===== src/sv/bbe_pkg.sv =====
// Shared constants and types for the binary boundary extraction block.
// No dependencies; used by every module of the block.
package bbe_pkg;

  localparam int DEF_MAX_WIDTH = 1024;
  localparam int DEF_MAX_MASK  = 7;
  localparam int MAX_HEIGHT    = 1024;

  localparam int PIX_W    = 8;   // gray pixel, boundary value, threshold
  localparam int DIM_W    = 11;  // image_width / image_height registers
  localparam int MREG_W   = 3;   // mask_size register
  localparam int CFG_W    = 11;  // widest register
  localparam int IDXR_W   = 2;   // register index
  localparam int FLD_W    = 10;  // out_row / out_col fields
  localparam int IN_ROW_W = 11;  // input row count runs past H while draining
  localparam int OUT_TD_W = 32;

  localparam logic [IDXR_W-1:0] REG_IMAGE_WIDTH  = 2'd0;
  localparam logic [IDXR_W-1:0] REG_IMAGE_HEIGHT = 2'd1;
  localparam logic [IDXR_W-1:0] REG_MASK_SIZE    = 2'd2;
  localparam logic [IDXR_W-1:0] REG_THRESHOLD    = 2'd3;

  localparam logic [DIM_W-1:0]  RST_WIDTH     = 11'd640;
  localparam logic [DIM_W-1:0]  RST_HEIGHT    = 11'd480;
  localparam logic [MREG_W-1:0] RST_MASK      = 3'd3;
  localparam logic [PIX_W-1:0]  RST_THRESHOLD = 8'd127;

  localparam logic [PIX_W-1:0] FG_VALUE = 8'hFF;
  localparam logic [PIX_W-1:0] BG_VALUE = 8'h00;

  // per-pixel bookkeeping that travels down the pipe with the pixel
  typedef struct packed {
    logic             emit;
    logic             last;
    logic             interior;
    logic [FLD_W-1:0] row;
    logic [FLD_W-1:0] col;
  } tag_t;

  typedef struct packed {
    logic [PIX_W-1:0] boundary;
    logic [FLD_W-1:0] row;
    logic [FLD_W-1:0] col;
    logic             last;
  } res_t;

endpackage


===== src/sv/bbe_out_buf.sv =====
// Two-entry result buffer between the window pipe and the output channel.
// Depends on bbe_pkg (res_t).
module bbe_out_buf import bbe_pkg::*; (
  input  logic clk,
  input  logic rst_n,
  input  logic push,
  input  res_t push_data,
  output logic full,
  output logic out_valid,
  input  logic out_ready,
  output res_t out_data
);

  res_t       ent_r [2];
  logic       wr_ptr_r;
  logic       rd_ptr_r;
  logic [1:0] count_r;
  logic       pop;

  assign pop       = out_valid && out_ready;
  assign out_valid = (count_r != 2'd0);
  assign full      = (count_r == 2'd2);
  assign out_data  = ent_r[rd_ptr_r];

  always_ff @(posedge clk) begin
    if (!rst_n) begin
      wr_ptr_r <= 1'b0;
      rd_ptr_r <= 1'b0;
      count_r  <= 2'd0;
    end else begin
      if (push) begin
        wr_ptr_r <= ~wr_ptr_r;
      end
      if (pop) begin
        rd_ptr_r <= ~rd_ptr_r;
      end
      count_r <= count_r + {1'b0, push} - {1'b0, pop};
    end
  end

  always_ff @(posedge clk) begin
    if (push) begin
      ent_r[wr_ptr_r] <= push_data;
    end
  end

endmodule


===== config.mk =====
export PLATFORM = sky130hd
export DESIGN_NAME = bbe_out_buf
export DESIGN_NICKNAME = d
export VERILOG_FILES = /design/src/sv/bbe_pkg.sv /design/src/sv/bbe_out_buf.sv
export SDC_FILE = /design/constraint.sdc
export NUM_CORES = 1
export LEC_CHECK = 0
export BUFFER_PORTS_ARGS = -buffer_cell sky130_fd_sc_hd__buf_2
export CORE_MARGIN = 2
export CORE_UTILIZATION = 35
export DETAILED_ROUTE_END_ITERATION = 10
export PLACE_DENSITY_LB_ADDON = 0.15
export SETUP_SLACK_MARGIN = 0.4
export SYNTH_ARGS = -nofsm -noshare
export SYNTH_HDL_FRONTEND = slang
export SYNTH_SLANG_ARGS = --single-unit

===== constraint.sdc =====
create_clock -name clk -period 2.05 [get_ports clk]
set_input_delay 0.3075 -clock clk [delete_from_list [all_inputs] [get_ports clk]]
set_output_delay 0.3075 -clock clk [all_outputs]
set_load 0.005 [all_outputs]

# Word level (Yosys, flattened, before mapping)
# Memory sizes are Yosys's and may differ from the RTL's. A register that Yosys moved wholly into a read port is not among the register bits.
# Cells that the tools add are included.
[word_totals]
ff_bits = 4
latch_bits = 0
ram_bits = 58
romBits = 0
mem_count = 1
[memory_table]
columns = ["name", "words", "word_bits", "read_ports", "rd_clocked_by_memory_dff", "wr", "line", "source"]
rows = [
  ["ent_r", 2, 29, 1, 1, 1, "bbe_out_buf.sv:14", "res_t ent_r [2];"],
]
[op_classes]
n_addsub = 2
multipliers = 0
div = 0
magnitude_cmp = 0
n_eq_ne = 1
n_shift = 0
muxes = 4
bitwise = 2
reduce_logical = 2
[ops]
columns = ["cell", "count"]
rows = [
  ["2-to-1 mux 1 bit", 4],
  ["adder 2 x 1 -> 2 bit", 1],
  ["== test 2 bit (second input constant)", 1],
  ["NOT 1 bit", 2],
  ["nonzero test 2 bit", 1],
  ["subtractor 2 x 1 -> 2 bit", 1],
  ["logical AND 1 bit", 1],
]

# Longest topological paths before layout
[logic_depth]
ltp_word = 4
mapped_depth = 6

# Least setup slack after synthesis
# OpenSTA, ideal clock, no wires.
[synth_timing]
path_type = "input-to-reg"
start = "input port push"
end = "memory ent_r[0][0] (netlist bit), enable pin"
arrival_time_ns = 1.658
slack_ns = -0.028
cell_stages = 1
path_cell_list = "nor2b_1"
[synth_between]
elab_chain_len = 2
[synth_rtl]
columns = ["element", "line", "source"]
rows = [
  ["start: declaration", "bbe_out_buf.sv:6", "input logic push,"],
  ["2-to-1 mux 1 bit", "bbe_out_buf.sv:42", "if (push) begin"],
  ["2-to-1 mux 1 bit (not written as such)", "bbe_out_buf.sv:43", "ent_r[wr_ptr_r] <= push_data;"],
  ["end: declaration", "bbe_out_buf.sv:14", ""],
]
# Every way passes these cells.

==> metrics.csv <==
metric;value;unit
status;finished, final reports clean;
clock_sinks;63;
drc;0;
cp-start-kind;register;
worstPathRequired;1.74;ns
first_global_vias;1283;
start_util;0.356;
die_h;86.4;um
syn_nets;148;
cpPeakStageDelay;0.40;ns
place.gp.congestion;0.680;
io_buffer_count;63;
synth.area.top_cells;edfxtp_1, mux2_2, mux2_4, dfxtp_1, ha_1;
clock_path_buffers;2;
ir_worst_vdd;583;uV
seq_power_share;0.451;
synth_cells;113;
finalWirelength;4010;um
drt-initial-drc-count;55;
yosys_warnings;0;
crit_arrival;1.33;ns
grt_overflow;0;
clock_latency;0.32;ns
area_delta_synth_final;30.3;%
cp_slowest_cell;dfxtp_4;
clockRootBuffer;clkbuf_8;
die-area;7470;um2
hold_path.class;primary input to register;
worstPathCellList;buf_12 -> mux2_2 -> buf_2;
synth_top_area_frac;0.733;
io_pins;64;
synthArstFlopShare;0;
crit_type;register to output port;
min_period;1.64;ns
fmax;0.609;GHz
h-tree-depth;3;
power.leakage;1.22;nW
layout-drive-gt1-share;0.590;
cellPowerDensity;1120;nW/um2
row_count;30;
dp_hpwl;2790;um
grt_pass1_wl;6220;um
viasPerCell;4.49;
first_pass_iters;2;
critPathMaxFanout;10;
clock_power_share;0.341;
drv_slew;0;
synth_edf_count;58;
post_dp_cell_area;2830;um2
synth_seq_cells;63;
netSwitchingFraction;0.218;
ys.flop_type;edfxtp_1;
seq_area_frac_synth;0.775;
antenna_found_initial;0;
slew_headroom;0.735;
drv_cap;0;
synth_cell_type_count;16;
cts_buffers;9;
stdcell_area;3100;um2
tightestPinTransition;0.397;ns
antennaDiodeCount;0;
wire_per_inst;14.6;um
track_usage;0.114;
hold_viol;0;
worstSetupEndpointType;output port;
core;6680;um2
synth.cell_area;2380;um2
rsz0062_at_grt;true;
cts_tree;built;
finClkSkew;0.00354;ns
finalNetCount;225;
vias;1235;
tns;0;ns
synthMostInstantiatedCell;edfxtp_1;
synth_top_area_cell;edfxtp_1;
finalSetupViolations;0;
clkSlewWorstSetupHoldPaths;0.06;ns
fin_crit_sh;0.801;
power_frac_comb;0.208;
grt_max_degree;20;
final.fill_count;615;
switchingPower;0.755;mW
yosys-top-cells-count;edfxtp_1, mux2_2, mux2_4, dfxtp_1, nor2b_1;
p_int;2.70;mW
ant_nets;0;
syn_area_per_cell;21.0;um2
dieWidth;86.4;um
cells in the final DEF (no fill, tap or decap), drive strengths merged, types with 2 or more instances in the layout:
master | synthesis | final
bufinv | 0 | 2
buf | 3 | 69
mux2i | 2 | 2
clkbuf | 0 | 13
o21a | 2 | 2
edfxtp | 58 | 58
dfxtp | 5 | 5
and2 | 2 | 2
nor2b | 4 | 4
inv | 2 | 2
mux2 | 29 | 29
ha | 2 | 2
metrics by stage:
stage | util | total power [mW] | std cells | setup WS, ns | hold slack, ns
2_1_floorplan | - | 2.01 | 113 | 0.523 | 0.406
3_3_place_gp | 0.423 | 2.23 | 257 | 0.567 | 0.463
3_5_place_dp | 0.423 | 2.26 | 257 | 0.541 | 0.478
4_1_cts | 0.464 | 3.53 | 275 | 0.368 | 0.148
5_1_grt | 0.464 | 3.64 | 275 | 0.346 | 0.145
6_report | 0.464 | 3.46 | 275 | 0.409 | 0.171
critical path: cells and delay by family, from the launching register on:
| kind | cells | cell delay [ns] |
|---|---|---|
| muxes | 1 | 0.34 |
| DFF | 1 | 0.40 |
| buffers and inverters | 2 | 0.28 |
flip-flops by register name, indices dropped and copies added, names as in the netlist, named ones only:
signal,count
count_r,2
rd_ptr_r,1
ent_r,58
wr_ptr_r,1
per-layer routing:
| layer | part of all wire | track usage | vias up |
|---|---|---|---|
| met4 | 0.020 | 0.0597 | 0 |
| met1 | 0.41 | 0.135 | 595 |
| li1 | - | - | 591 |
| met3 | 0.064 | 0.0457 | 10 |
| met2 | 0.50 | 0.180 | 39 |
| met5 | 0 | 0 | - |
what timing repair did:
| action | CTS | global route |
|---|---|---|
| resized for setup | 4 | 0 |
| cloned | 1 | 0 |
| hold endpoints to repair | 0 | 0 |
| hold buffers | 0 | 0 |
| setup buffers | 1 | 0 |
| setup endpoints to repair | 22 | 29 |
area by class of cell:
cell class,instances,area (um2),share of cell area
sequential,63,1850,0.596
multi-input combinational,45,508,0.164
timing repair buffer,69,413,0.133
clock buffer,13,159,0.0513
tap,80,100,0.0323
clock inverter,3,65.1,0.0210
inverter,2,7.51,0.00242
worst paths after layout:
kind	from	end	slack, ns	depth (start not counted)
worst max-delay path	register	out_data[13]	0.41	3
worst min register to register	rd_ptr_r	register	0.49	2
worst min-delay path	push_data[24]	ent_r[0][24]	0.17	1
worst max register to register	count_r[1]	count_r[1]	0.58	6
cell families (layout without fill, tap and decap cells):
kind of cell | count (synthesis) | in the layout | synth area share
AO/OA/AOI/OAI | 2 | 2 | 0.00631
AND/OR/NAND/NOR | 9 | 9 | 0.0226
XOR/XNOR | 1 | 1 | 0.00947
buffers and inverters | 5 | 87 | 0.0147
adder cells (fa/ha/maj) | 2 | 2 | 0.0105
multiplexers | 31 | 31 | 0.162
flip-flops | 63 | 63 | 0.775
power groups by stage:
stage	clock, mW	combinational, mW	sequential (mW)
floorplan	0	0.446	1.56
global placement	0	0.646	1.59
detailed placement	0	0.670	1.59
CTS	1.22	0.742	1.56
global route	1.28	0.788	1.57
finish	1.18	0.721	1.56
Note: power is estimated with default switching activity, not from simulation.
