==> config.mk <==
export PLATFORM = sky130hd
export DESIGN_NAME = bbe_cell
export DESIGN_NICKNAME = d
export VERILOG_FILES = /design/src/sv/bbe_pkg.sv /design/src/sv/bbe_cell.sv
export SDC_FILE = /design/constraint.sdc
export NUM_CORES = 1
export LEC_CHECK = 0
export ABC_AREA = 0
export BUFFER_PORTS_ARGS = -buffer_cell sky130_fd_sc_hd__clkbuf_2
export CAP_MARGIN = 10
export CORE_AREA = 2 2 39 41
export DETAILED_ROUTE_END_ITERATION = 8
export DIE_AREA = 0 0 41 43
export SYNTH_ARGS = -nofsm -noshare
export SYNTH_HDL_FRONTEND = slang
export SYNTH_SLANG_ARGS = --single-unit
==> constraint.sdc <==
create_clock -name clk -period 1.7 [get_ports clk]
set_input_delay 0.17 -clock clk [delete_from_list [all_inputs] [get_ports clk]]
set_output_delay 0.17 -clock clk [all_outputs]
set_load 0.01 [all_outputs]
==> src/sv/bbe_pkg.sv <==
// Shared constants and types for the binary boundary extraction block.
// No dependencies; used by every module of the block.
package bbe_pkg;

  localparam int DEF_MAX_WIDTH = 1024;
  localparam int DEF_MAX_MASK  = 7;
  localparam int MAX_HEIGHT    = 1024;

  localparam int PIX_W    = 8;   // gray pixel, boundary value, threshold
  localparam int DIM_W    = 11;  // image_width / image_height registers
  localparam int MREG_W   = 3;   // mask_size register
  localparam int CFG_W    = 11;  // widest register
  localparam int IDXR_W   = 2;   // register index
  localparam int FLD_W    = 10;  // out_row / out_col fields
  localparam int IN_ROW_W = 11;  // input row count runs past H while draining
  localparam int OUT_TD_W = 32;

  localparam logic [IDXR_W-1:0] REG_IMAGE_WIDTH  = 2'd0;
  localparam logic [IDXR_W-1:0] REG_IMAGE_HEIGHT = 2'd1;
  localparam logic [IDXR_W-1:0] REG_MASK_SIZE    = 2'd2;
  localparam logic [IDXR_W-1:0] REG_THRESHOLD    = 2'd3;

  localparam logic [DIM_W-1:0]  RST_WIDTH     = 11'd640;
  localparam logic [DIM_W-1:0]  RST_HEIGHT    = 11'd480;
  localparam logic [MREG_W-1:0] RST_MASK      = 3'd3;
  localparam logic [PIX_W-1:0]  RST_THRESHOLD = 8'd127;

  localparam logic [PIX_W-1:0] FG_VALUE = 8'hFF;
  localparam logic [PIX_W-1:0] BG_VALUE = 8'h00;

  // per-pixel bookkeeping that travels down the pipe with the pixel
  typedef struct packed {
    logic             emit;
    logic             last;
    logic             interior;
    logic [FLD_W-1:0] row;
    logic [FLD_W-1:0] col;
  } tag_t;

  typedef struct packed {
    logic [PIX_W-1:0] boundary;
    logic [FLD_W-1:0] row;
    logic [FLD_W-1:0] col;
    logic             last;
  } res_t;

endpackage

==> src/sv/bbe_cell.sv <==
// One window column cell: holds a binary column, passes it on each shift,
// and flags whether its masked rows are all foreground. Depends on bbe_pkg.
module bbe_cell import bbe_pkg::*; #(
  parameter int MAX_MASK = DEF_MAX_MASK
) (
  input  logic                clk,
  input  logic                rst_n,
  input  logic                shift,
  input  logic                active,
  input  logic [MAX_MASK-1:0] wmask,
  input  logic [MAX_MASK-1:0] col_in,
  output logic [MAX_MASK-1:0] col_out,
  output logic                col_ok
);

  logic [MAX_MASK-1:0] col_r;

  always_ff @(posedge clk) begin
    if (!rst_n) begin
      col_r <= '0;
    end else if (shift) begin
      col_r <= col_in;
    end
  end

  assign col_out = col_r;
  assign col_ok  = !active || ((col_r & wmask) == wmask);

endmodule

; ---- Word-level counts from Yosys, hierarchy flattened
; Index checks and enable logic that the tools add are counted.
[totals]
regBits = 7
inputBits = 18
out_inout_bits = 8
[classes]
eq_ne = 1
n_bitwise = 1
n_reduce_logical = 2
[ops]
columns = operator, n
row1 = 7-bit bitwise AND, 1
row2 = 7-bit equality test, 1
row3 = 1-bit logical NOT, 1
row4 = 1-bit logical OR, 1

; ---- Logic depth before layout (Yosys ltp)
; Gate-level depths: netlist (run 1).
[depth]
word_depth = 3
mapped_depth = 3
depth_no_buf = 3

; ---- Worst setup path before layout (run 1)
; No wires, ideal clock.
[synth_timing]
kind = flip-flop to output port
from = register col_r[0] (netlist: col_out[0])
to = output port col_ok
t_arrival_ns = 0.870
setup_slack_ns = 0.660
stages_incl_launch_ff = 4
n_path_buf = 0
path_cell_list = dfxtp_1 -> nand2b_1 -> o221ai_2 -> o31ai_2
[synth_via]
elab_chain_len = 3
[synth_lines]
columns = item, line_no
row1 = "start, declared", bbe_cell.sv:16  ; logic [MAX_MASK-1:0] col_r;
row2 = "start signal, assigned", bbe_cell.sv:22  ; col_r <= col_in;
row3 = 7-bit bitwise AND, bbe_cell.sv:27  ; assign col_ok = !active || ((col_r & wmask) == wmask);
row4 = 7-bit equality test, bbe_cell.sv:27
row5 = 1-bit logical OR, bbe_cell.sv:27
row6 = "end, declared", bbe_cell.sv:13  ; output logic col_ok
; Every way passes these cells.

; ---- Worst setup path after layout (run 1)
; Ends and elaborated chain as after synthesis.

==> results of run 1 <==
==> report_power, final <==
group | switching, mW | internal, mW
Combinational | 0.0311 | 0.0388
Clock | 0.0606 | 0.0895
Sequential | 0.00717 | 0.174
Total | 0.0988 | 0.303
==> worst paths after layout <==
check,from,end
worst min register to register,col_out[0]$_SDFFE_PN0P_,col_out[0]$_SDFFE_PN0P_
worst min-delay path,col_in[0],col_out[0]$_SDFFE_PN0P_
worst max-delay path,col_out[0]$_SDFFE_PN0P_,col_ok
worst max register to register,col_out[1]$_SDFFE_PN0P_,col_out[1]$_SDFFE_PN0P_
==> area by class of cell <==
type,count,area (um2),area share
clock buffers,4,26.3,0.0532
inverters,6,22.5,0.0456
multi-input cells,19,160,0.324
flip-flops and latches,7,140,0.284
well taps,16,20.0,0.0405
repair buffers,25,125,0.253
==> critical path, delay by kind of cell, from the launching register on <==
kind                   cells  cell delay [ps]
AO/OA/AOI/OAI              2              310
flip-flops                 1              340
buffers and inverters      1              160
AND/OR/NAND/NOR            1              120
==> logic make-up (layout without fill, tap and decap cells) <==
| group | count (synthesis) | in the layout | synth area share |
|---|---|---|---|
| buf+inv | 7 | 35 | 0.0909 |
| flops | 7 | 7 | 0.424 |
| compound gates | 4 | 4 | 0.121 |
| mux | 7 | 7 | 0.212 |
| simple gates | 8 | 8 | 0.152 |
==> placed cells by master (no fill, tap or decap), drive strengths merged <==
cell,synthesis,layout
dfxtp,7,7
o31ai,1,1
inv,6,6
nand2b,1,1
o221ai,1,1
clkbuf,0,29
nor2b,7,7
o22ai,2,2
mux2i,7,7
==> per-layer routing <==
metal / part of all wire / global-route usage
met1: 0.44 / 0.124
met2: 0.45 / 0.131
met3: 0.11 / 0.0785
met4: 0 / 0.0200
met5: 0 / 0
==> synthesized netlist by cell type <==
cell type                  n  area share
sky130_fd_sc_hd__dfxtp_1   7        0.42
sky130_fd_sc_hd__mux2i_1   7        0.21
sky130_fd_sc_hd__nor2b_1   7        0.13
sky130_fd_sc_hd__inv_1     6       0.068
sky130_fd_sc_hd__o22ai_1   2       0.038
sky130_fd_sc_hd__buf_4     1       0.023
sky130_fd_sc_hd__nand2b_1  1       0.019
sky130_fd_sc_hd__o221ai_2  1       0.045
sky130_fd_sc_hd__o31ai_2   1       0.038
==> results by stage, run 1 <==
Route:
- Summed over all layers, the routed wires come to 707 um.
- Summing over every cut layer, the via total after detailed routing is 295.
- The number of DRC markers in iteration 0 is 0.
- The post-route antenna net violation count is 0.
- For this run, the detailed router's first-pass iteration total came to 1.
- For this run, design rule violations remaining after detail routing come to 0.
- The average vias per placed instance is 3.83.
- After detailed routing, the average wire length per cell comes to 9.18 um.

Synth:
- The count of yosys warnings during synthesis is 0.
- For this run, the register share of the synthesized area comes to 0.424.
- When the netlist entered floorplanning its net count stood at 51.
- The average cell area after synthesis is 10.0 um2.
- The number of instances in the synthesized netlist is 33.
- After synthesis the cells add up to 330 um2.
- The number of synthesized register bits is 7.
- The number of distinct library cells after synthesis is 9.

Floorplan:
- The effective utilization at floorplan is 0.239.
- The cell row count is 14.
- The die is 41 um wide.
- 26 I/O pins were placed.
- After floorplanning, the core was sized to cover 0.00138 mm2.
- The floorplan step defined a die boundary enclosing 0.00176 mm2.
- In this run the vertical extent of the chip is 43 um.

Setup path:
- STA classifies the critical path startpoint as a flop.
- For the worst setup path, the data arrival time is 1180 ps.
- On the critical path, the stage with the largest delay is an instance of sky130_fd_sc_hd__dfxtp_1.
- For this run, the slowest stage of the critical path takes 340 ps.
- The critical path capture point type is an output pin.
- The signal on the critical path passes through nand2b_1 -> o221ai_2 -> o31ai_2 -> clkbuf_2.
- The setup path with the least slack is of type reg -> out.
- The maximum fanout along the worst path is 3.
- The path depth of the worst reg2reg path is 2.
- STA puts the critical path data required time at 1530 ps.
- The register-to-register setup slack is 1080 ps.

Timing:
- Static timing analysis puts the maximum clock frequency at 739 MHz.
- The count of final hold-check violations is 0.
- The worst-case setup margin in the final layout is 346 ps.
- Setup repair after global routing left no endpoint under its margin.
- The post-route setup TNS is 0 ps.
- The final clock period utilization by the worst path is 0.796.
- The worst pin sits at a relative slew slack of 0.841.
- The number of failing setup endpoints in the final timing report is 0.
- The worst-case hold slack is 175 ps.
- Counting I/O delays and the setup requirement, the final critical path takes 1350 ps.
- The worst setup skew after layout is 0 ps.
- For the pin with the worst max-slew slack, the measured transition is 238 ps.
- The total count of max-transition violations in the final report is 0.

CTS:
- The clock insertion delay at the later pin of the skew report is 250 ps.
- The number of hold buffers added after CTS was 0.
- The longest clock path from root to sink contains 2 buffers.
- The clock-pin slew on the worst setup and hold paths is 50 ps.
- In this run the number of H-tree levels came out at 1.
- Once the clock tree was built, the resizer swapped 0 gates to a different size.
- The number of sinks on the clock net is 7.
- The tree is rooted in a sky130_fd_sc_hd__clkbuf_4.
- TritonCTS built the clock tree.
- After clock tree synthesis, the setup repair step added 0 buffers.
- The number of clock buffers inserted by TritonCTS is 3.

Layout:
- The antenna diode count is 0.
- Once layout is complete, the utilization of the core stands at 0.357.
- The finished cells cover 494 um2.
- The fraction of layout instances using a drive strength above 1 is 0.492.
- For this run, the number of standard cells in the final layout without fillers is 77.
- The register with the most flip-flops in the layout has 7 of them.
- The area growth from synthesis to layout is 49.6%.
- After the last flow step, the layout net total stands at 80.
- The number of inserted filler cells in the final layout is 145.

Power and ir drop:
- Across the VDD grid, the largest voltage drop is 418 uV.
- Power spread over the standard cell area amounts to 812 mW/mm2.
- Power comes to 0.401 mW.
- The leakage power total is 0.274 nW.

Placement:
- Once placement completed, the tool counted placed cells totaling 73.
- The placed cell area is 468 um2.
- The count of buffers inserted at the top-level ports is 25.
- At the end of routability-driven placement, the weighted congestion stood at 0.648.
- Prior to clock tree synthesis, the placed netlist has a worst setup slack of 605 ps.

Run:
- The tool flagged a number of max-cap violations equal to 0.

Worst hold path:
- The min-delay analysis places its worst path in the category in -> reg.
- The number of cells traversed by the worst hold path is 3.

Global route:
- The via count of the first global-routing pass was 267.
- The first global-routing pass estimated 1.12 mm of wire.
- In the global route stage, overall resource usage came out at 0.0988.
- The initial antenna violation count is 0.
- Entering global routing, the biggest net connects 8 pins.
- For this run the aggregate overflow at the end of global routing stands at 0.

Run status:
- The flow ran to the end, and the final reports show no timing, DRC or antenna violations.
Power figures use the tool's default switching activity.
==> run 2, diff against run 1 <==
==> constraint.sdc (replaced) <==
create_clock -name clk -period 1.2 [get_ports clk]
set_input_delay 0.12 -clock clk [delete_from_list [all_inputs] [get_ports clk]]
set_output_delay 0.12 -clock clk [all_outputs]
set_load 0.01 [all_outputs]
==> results by stage, run 2 (same netlist as run 1, synthesis figures left out) <==
Setup path:
- The startpoint type of the worst setup path is a flop (unchanged).
- The required time of the critical path was 1080 ps (was 1530 ps).
- The category of the critical setup timing path is reg -> out (unchanged).
- The maximum fanout along the worst path is 2 (was 3).
- The endpoint arrival time on the critical path is 1100 ps (was 1180 ps).
- The critical path capture point type is an output pin (unchanged).

Timing:
- The clock period minus final worst setup slack is 1220 ps.
- The worst setup skew after layout is 0 ps (unchanged).
- The count of final hold-check violations is 0 (unchanged).
- The transition time of the tightest slew-check pin is 237 ps (was 238 ps).
- The number of failing setup endpoints in the final timing report is 1 (was 0).
- Static timing analysis puts the maximum clock frequency at 821 MHz.
- The post-route setup TNS is -18.0 ps (was 0 ps).
- The worst-case setup margin in the final layout is -18.0 ps (was 346 ps).
- The total count of max-transition violations in the final report was 0 (unchanged).
- The relative max-transition margin is 0.842 (was 0.841).
- The worst-case hold slack is 124 ps (was 175 ps).
- RSZ-0062 raised after global routing: yes (was no).
- The final clock period utilization by the worst path is 1.01.

Floorplan:
- The horizontal die dimension is 41 um (unchanged).
- The core outline area came to 0.00138 mm2 (unchanged).
- The count of boundary I/O pins is 26 (unchanged).
- The effective utilization at floorplan is 0.239 (unchanged).
- The cell row count is 14 (unchanged).
- The overall die area is 0.00176 mm2 (unchanged).
- The die span in y is 43 um (unchanged).

CTS:
- The buffer type at the clock tree root is sky130_fd_sc_hd__clkbuf_4 (unchanged).
- The clock-pin slew on the worst setup and hold paths was 50 ps (about the same).
- The depth of the CTS H-tree came to 1 (unchanged).
- The number of clock buffers inserted by TritonCTS is 3 (unchanged).
- The number of hold buffers added after cts is 0 (unchanged).
- The number of sinks on the clock net is 7 (unchanged).
- The clock insertion delay at the later pin of the skew report is 250 ps (about the same).
- The worst-case clock buffer depth is 2 (unchanged).
- The clock tree from TritonCTS was yes (unchanged).

Global route:
- The overall fraction of global-route tracks in use is 0.102 (was 0.0988).
- The via count of the first global-routing pass is 276 (was 267).
- The first-pass GRT wire length is 1.16 mm (was 1.12 mm).
- The initial antenna violation count is 0 (unchanged).
- The overflow left after global routing was 0 (unchanged).
- The maximum number of pins on one net before global-route repair is 8 (unchanged).

Power and ir drop:
- The largest voltage drop on the vdd net came to 592 uV (was 418 uV).
- The leakage power total is 0.282 nW (was 0.274 nW).
- The power density of the placed cells is 1130 mW/mm2 (was 812 mW/mm2).

Worst hold path:
- The class of the worst hold path is in -> reg (unchanged).

Layout:
- The final instance count without filler cells came to 78 (was 77).
- The layout overhead on the synthesized area is 54.5% (was 49.6%).
- Commonest cells after routing, fill and taps aside: 24 x sky130_fd_sc_hd__clkbuf_2, 7 x sky130_fd_sc_hd__mux2i_1, 7 x sky130_fd_sc_hd__nor2b_1, 6 x sky130_fd_sc_hd__inv_1, 6 x sky130_fd_sc_hd__dfxtp_1 (was 25 x sky130_fd_sc_hd__clkbuf_2, 7 x sky130_fd_sc_hd__mux2i_1, 7 x sky130_fd_sc_hd__nor2b_1, 7 x sky130_fd_sc_hd__dfxtp_1, 6 x sky130_fd_sc_hd__inv_1).
- The fraction of layout instances using a drive strength above 1 is 0.532 (was 0.492).
- The flip-flop count of the largest register, all copies and words added is 7 (unchanged).
- The antenna diode count is 0 (unchanged).
- The most common cell after layout, fill and taps aside is sky130_fd_sc_hd__clkbuf_2 (unchanged).
- The number of nets in the layout is 81 (was 80).
- The utilization after layout came to 0.369 (was 0.357).

Route:
- The number of DRC markers in iteration 0 came to 3 (was 0).
- The average vias per placed instance is 3.88 (was 3.83).
- The post-route antenna net violation count came to 0 (unchanged).
- The routed via count came to 303 (was 295).
- The number of remaining DRC errors is 0 (unchanged).
- The total routed wirelength is 728 um (was 707 um).
- The routed wire length per instance came to 9.33 um (was 9.18 um).
- The number of iterations in the first detailed-routing pass came to 3 (was 1).

Run status:
- Status: complete, but fails checks (was finished, final reports clean).
- The checks that failed: negative setup slack.

Run:
- The max-capacitance violation count is 0 (unchanged).

Placement:
- The number of placed cells counting well taps is 73 (unchanged).
- The routability-driven placement congestion ratio came to 0.648 (unchanged).
- The count of buffers inserted at the top-level ports is 25 (unchanged).
## run 2: final timing paths
kind                           start                       to  slack [ps]  cells past startpoint
max          col_out[0]$_SDFFE_PN0P_                   col_ok         -20                      4
min reg2reg  col_out[5]$_SDFFE_PN0P_  col_out[5]$_SDFFE_PN0P_         540                      2
min                        col_in[0]  col_out[0]$_SDFFE_PN0P_         120                      3
max reg2reg  col_out[0]$_SDFFE_PN0P_  col_out[0]$_SDFFE_PN0P_         490                      3
## run 2: area by class of cell
type / instances / area [um2]
tap: 16 / 20.0
fill: 145 / 873
multi-input combinational: 19 / 168
sequential: 7 / 141
clock buffer: 4 / 26.3
inverter: 6 / 22.5
timing repair buffer: 26 / 133
## run 2: worst max-delay path, stage by stage (launching register included)
cell                       delay [ps]
sky130_fd_sc_hd__dfxtp_2          320
sky130_fd_sc_hd__nand2b_4         110
sky130_fd_sc_hd__o221ai_2          80
sky130_fd_sc_hd__o31ai_2          180
sky130_fd_sc_hd__buf_2            160
## run 2: stage by stage
step	setup WS, ps	cell area (um2)	total power, mW
final	-18.0	510	0.575
after global routing	-113	510	0.620
after CTS	-38.9	510	0.589
after detailed placement	155	468	0.362
after global placement	183	468	0.362
after floorplan	210	330	0.314
## run 2: power by group
group | total [mW] | switching, mW | internal, mW
logic | 0.106 | 0.0461 | 0.0596
clock network | 0.212 | 0.0856 | 0.127
registers | 0.257 | 0.00995 | 0.247
total | 0.575 | 0.142 | 0.434
## run 2: repair_timing
action | in CTS | in global routing
gates resized for setup | 2 | 1
pin swaps | 1 | 0
setup endpoints to repair | 1 | 1
buffers inserted | 1 | 0
## run 2: per-layer routing
metal	GRT usage	wire, um
met5	0	0
met4	0.0200	0
met3	0.0785	82
met2	0.138	330
met1	0.127	315
==> run 3, diff against run 2 <==
--- a/config.mk
+++ b/config.mk
@@ -11,6 +11,7 @@
 export CORE_AREA = 2 2 39 41
 export DETAILED_ROUTE_END_ITERATION = 8
 export DIE_AREA = 0 0 41 43
+export SETUP_SLACK_MARGIN = 0.1
 export SYNTH_ARGS = -nofsm -noshare
 export SYNTH_HDL_FRONTEND = slang
 export SYNTH_SLANG_ARGS = --single-unit
==> constraint.sdc (replaced) <==
create_clock -name clk -period 1.2 [get_ports clk]
set_input_delay 0.24 -clock clk [delete_from_list [all_inputs] [get_ports clk]]
set_output_delay 0.24 -clock clk [all_outputs]
set_load 0.01 [all_outputs]
==> results by stage, run 3 (same netlist as run 1, synthesis figures left out) <==
Global route:
- The overall fraction of global-route tracks in use is 0.106 (was 0.102).
- The overflow left after global routing is 0 (unchanged).
- The via count of the first global-routing pass is 301 (was 276).
- The initial antenna violation count came to 0 (unchanged).
- The maximum number of pins on one net before global-route repair was 8 (unchanged).
- The first-pass GRT wire length was 1.24 mm (was 1.16 mm).

Timing:
- The worst setup skew after layout is 0 ps (unchanged).
- The relative max-transition margin is 0.842 (about the same).
- The post-route setup TNS came to -145 ps (was -18.0 ps).
- The worst-case setup margin in the final layout is -145 ps (was -18.0 ps).
- The count of final hold-check violations is 0 (unchanged).
- The final clock period utilization by the worst path is 1.12 (was 1.01).
- The transition time of the tightest slew-check pin is 236 ps (was 237 ps).
- The worst-case hold slack is 254 ps (was 124 ps).
- The number of failing setup endpoints in the final timing report is 1 (unchanged).
- The maximum clock rate is 744 MHz (was 821 MHz).
- The clock period minus final worst setup slack came to 1340 ps (was 1220 ps).
- The total count of max-transition violations in the final report is 0 (unchanged).
- RSZ-0062 raised after global routing: yes (unchanged).

Setup path:
- The category of the critical setup timing path was reg -> out (unchanged).
- The maximum fanout along the worst path came to 3 (was 2).
- The startpoint type of the worst setup path is a flop (unchanged).
- The critical path capture point type was an output pin (unchanged).
- The endpoint arrival time on the critical path is 1100 ps (about the same).
- The path depth of the worst reg2reg path is 2 (was 3).
- The required time of the critical path is 960 ps (was 1080 ps).

Power and ir drop:
- The power density of the placed cells came to 1140 mW/mm2 (was 1130 mW/mm2).
- The largest voltage drop on the vdd net is 660 uV (was 592 uV).
- The leakage power total is 0.274 nW (was 0.282 nW).

Worst hold path:
- The class of the worst hold path is in -> reg (unchanged).
- The number of cells traversed by the worst hold path is 3 (unchanged).

Layout:
- The area occupied by multi-input gates was 160 um2 (was 168 um2).
- The post-route cell area was 497 um2 (was 510 um2).
- The number of inserted filler cells in the final layout is 155 (was 145).
- The flip-flop count of the largest register, all copies and words added is 7 (unchanged).
- The antenna diode count was 0 (unchanged).
- The number of nets in the layout was 80 (was 81).
- The final instance count without filler cells was 77 (was 78).
- The fraction of layout instances using a drive strength above 1 is 0.525 (was 0.532).
- The area of all sequential standard cells is 143 um2 (was 141 um2).
- The layout overhead on the synthesized area came to 50.4% (was 54.5%).
- Commonest cells after routing, fill and taps aside: 24 x sky130_fd_sc_hd__clkbuf_2, 7 x sky130_fd_sc_hd__mux2i_1, 7 x sky130_fd_sc_hd__nor2b_1, 6 x sky130_fd_sc_hd__inv_1, 5 x sky130_fd_sc_hd__dfxtp_1 (was 24 x sky130_fd_sc_hd__clkbuf_2, 7 x sky130_fd_sc_hd__mux2i_1, 7 x sky130_fd_sc_hd__nor2b_1, 6 x sky130_fd_sc_hd__inv_1, 6 x sky130_fd_sc_hd__dfxtp_1).
- The most common cell after layout, fill and taps aside is sky130_fd_sc_hd__clkbuf_2 (unchanged).

Placement:
- The routability-driven placement congestion ratio is 0.583 (was 0.648).
- The half-perimeter wire length after detailed placement is 621 um.
- The placed cell area is 468 um2 (unchanged).
- The count of buffers inserted at the top-level ports is 25 (unchanged).
- The number of placed cells counting well taps is 73 (unchanged).

Run status:
- Status: complete, but fails checks (unchanged).
- Violations in the final reports: negative setup slack (unchanged).

CTS:
- The worst-case clock buffer depth is 2 (unchanged).
- The clock insertion delay at the later pin of the skew report is 250 ps (about the same).
- The clock tree from TritonCTS was yes (unchanged).
- The depth of the CTS H-tree is 1 (unchanged).
- The number of clock buffers inserted by TritonCTS came to 3 (unchanged).
- The number of sinks on the clock net was 7 (unchanged).
- The buffer type at the clock tree root is sky130_fd_sc_hd__clkbuf_4 (unchanged).
- The number of hold buffers added after cts is 0 (unchanged).
- The clock-pin slew on the worst setup and hold paths is 50 ps (about the same).
- The number of setup buffers added after CTS is 0 (was 1).

Route:
- The number of remaining DRC errors is 0 (unchanged).
- The post-route antenna net violation count is 0 (unchanged).
- The total routed wirelength is 738 um (was 728 um).
- The average vias per placed instance is 4.12 (was 3.88).
- The routed via count came to 317 (was 303).
- The number of iterations in the first detailed-routing pass is 2 (was 3).
- The number of DRC markers in iteration 0 was 1 (was 3).
- The routed wire length per instance came to 9.58 um (was 9.33 um).

Run:
- The max-capacitance violation count was 0 (unchanged).

Floorplan:
- The cell row count is 14 (unchanged).
- The horizontal die dimension is 41 um (unchanged).
- The die span in y was 43 um (unchanged).
- The core outline area came to 0.00138 mm2 (unchanged).
- The effective utilization at floorplan was 0.239 (unchanged).
- The overall die area is 0.00176 mm2 (unchanged).
- The count of boundary I/O pins is 26 (unchanged).
[run 3: cell types whose count changed in the layout (fill, tap and decap cells not counted), sizes merged]
cell | before | now
buf | 2 | 1
[run 3: routing by layer]
layer  part of all wire  vias to the layer above  wire length, um  global-route usage
li1                   -                      163                -                   -
met1               0.39                      137              288               0.125
met2               0.49                       17              361               0.147
met3               0.12                        0               89              0.0890
met4                  0                        0                0              0.0200
met5                  0                        -                0                   0
[run 3: per-stage QoR]
| stage | total power [mW] | setup slack, ps | util |
|---|---|---|---|
| global route | 0.607 | -230 | 0.359 |
| CTS | 0.578 | -178 | 0.358 |
| floorplan | 0.314 | 127 | - |
| detailed placement | 0.363 | 74.1 | 0.338 |
| finish | 0.566 | -145 | 0.359 |
| global placement | 0.362 | 91.8 | 0.338 |
[run 3: final cells by class]
type                       instances  share of cell area
tap                               16              0.0403
inverter                           6              0.0453
multi-input combinational         19               0.322
clock buffer                       4              0.0529
timing repair buffer              25               0.252
sequential                         7               0.287
[run 3: worst max-delay path, cell delays in order, from the launching register on]
cell                       delay, ps
sky130_fd_sc_hd__dfxtp_2         330
sky130_fd_sc_hd__nand2b_1        110
sky130_fd_sc_hd__o221ai_2         90
sky130_fd_sc_hd__o31ai_2         180
sky130_fd_sc_hd__buf_2           160
[run 3: power by group]
part,leakage (nW),total (mW),internal (mW),switching [mW]
clock,0.0150,0.209,0.127,0.0823
sequential,0.0585,0.258,0.248,0.0104
combinational,0.201,0.0988,0.0550,0.0438
[run 3: worst paths after layout]
| path | startpoint | to | slack [ps] |
|---|---|---|---|
| setup / recovery | col_out[0]$_SDFFE_PN0P_ | col_ok | -140 |
| hold / removal | col_in[3] | col_out[3]$_SDFFE_PN0P_ | 250 |
| setup reg to reg | col_out[4]$_SDFFE_PN0P_ | col_out[4]$_SDFFE_PN0P_ | 570 |
| hold reg to reg | col_out[0]$_SDFFE_PN0P_ | col_out[0]$_SDFFE_PN0P_ | 520 |
[run 3: timing repair]
item                                    CTS  global route
cloned                                    0             0
pin swaps                                 0             0
resized for setup                         1             2
endpoints found under the setup margin    1             1
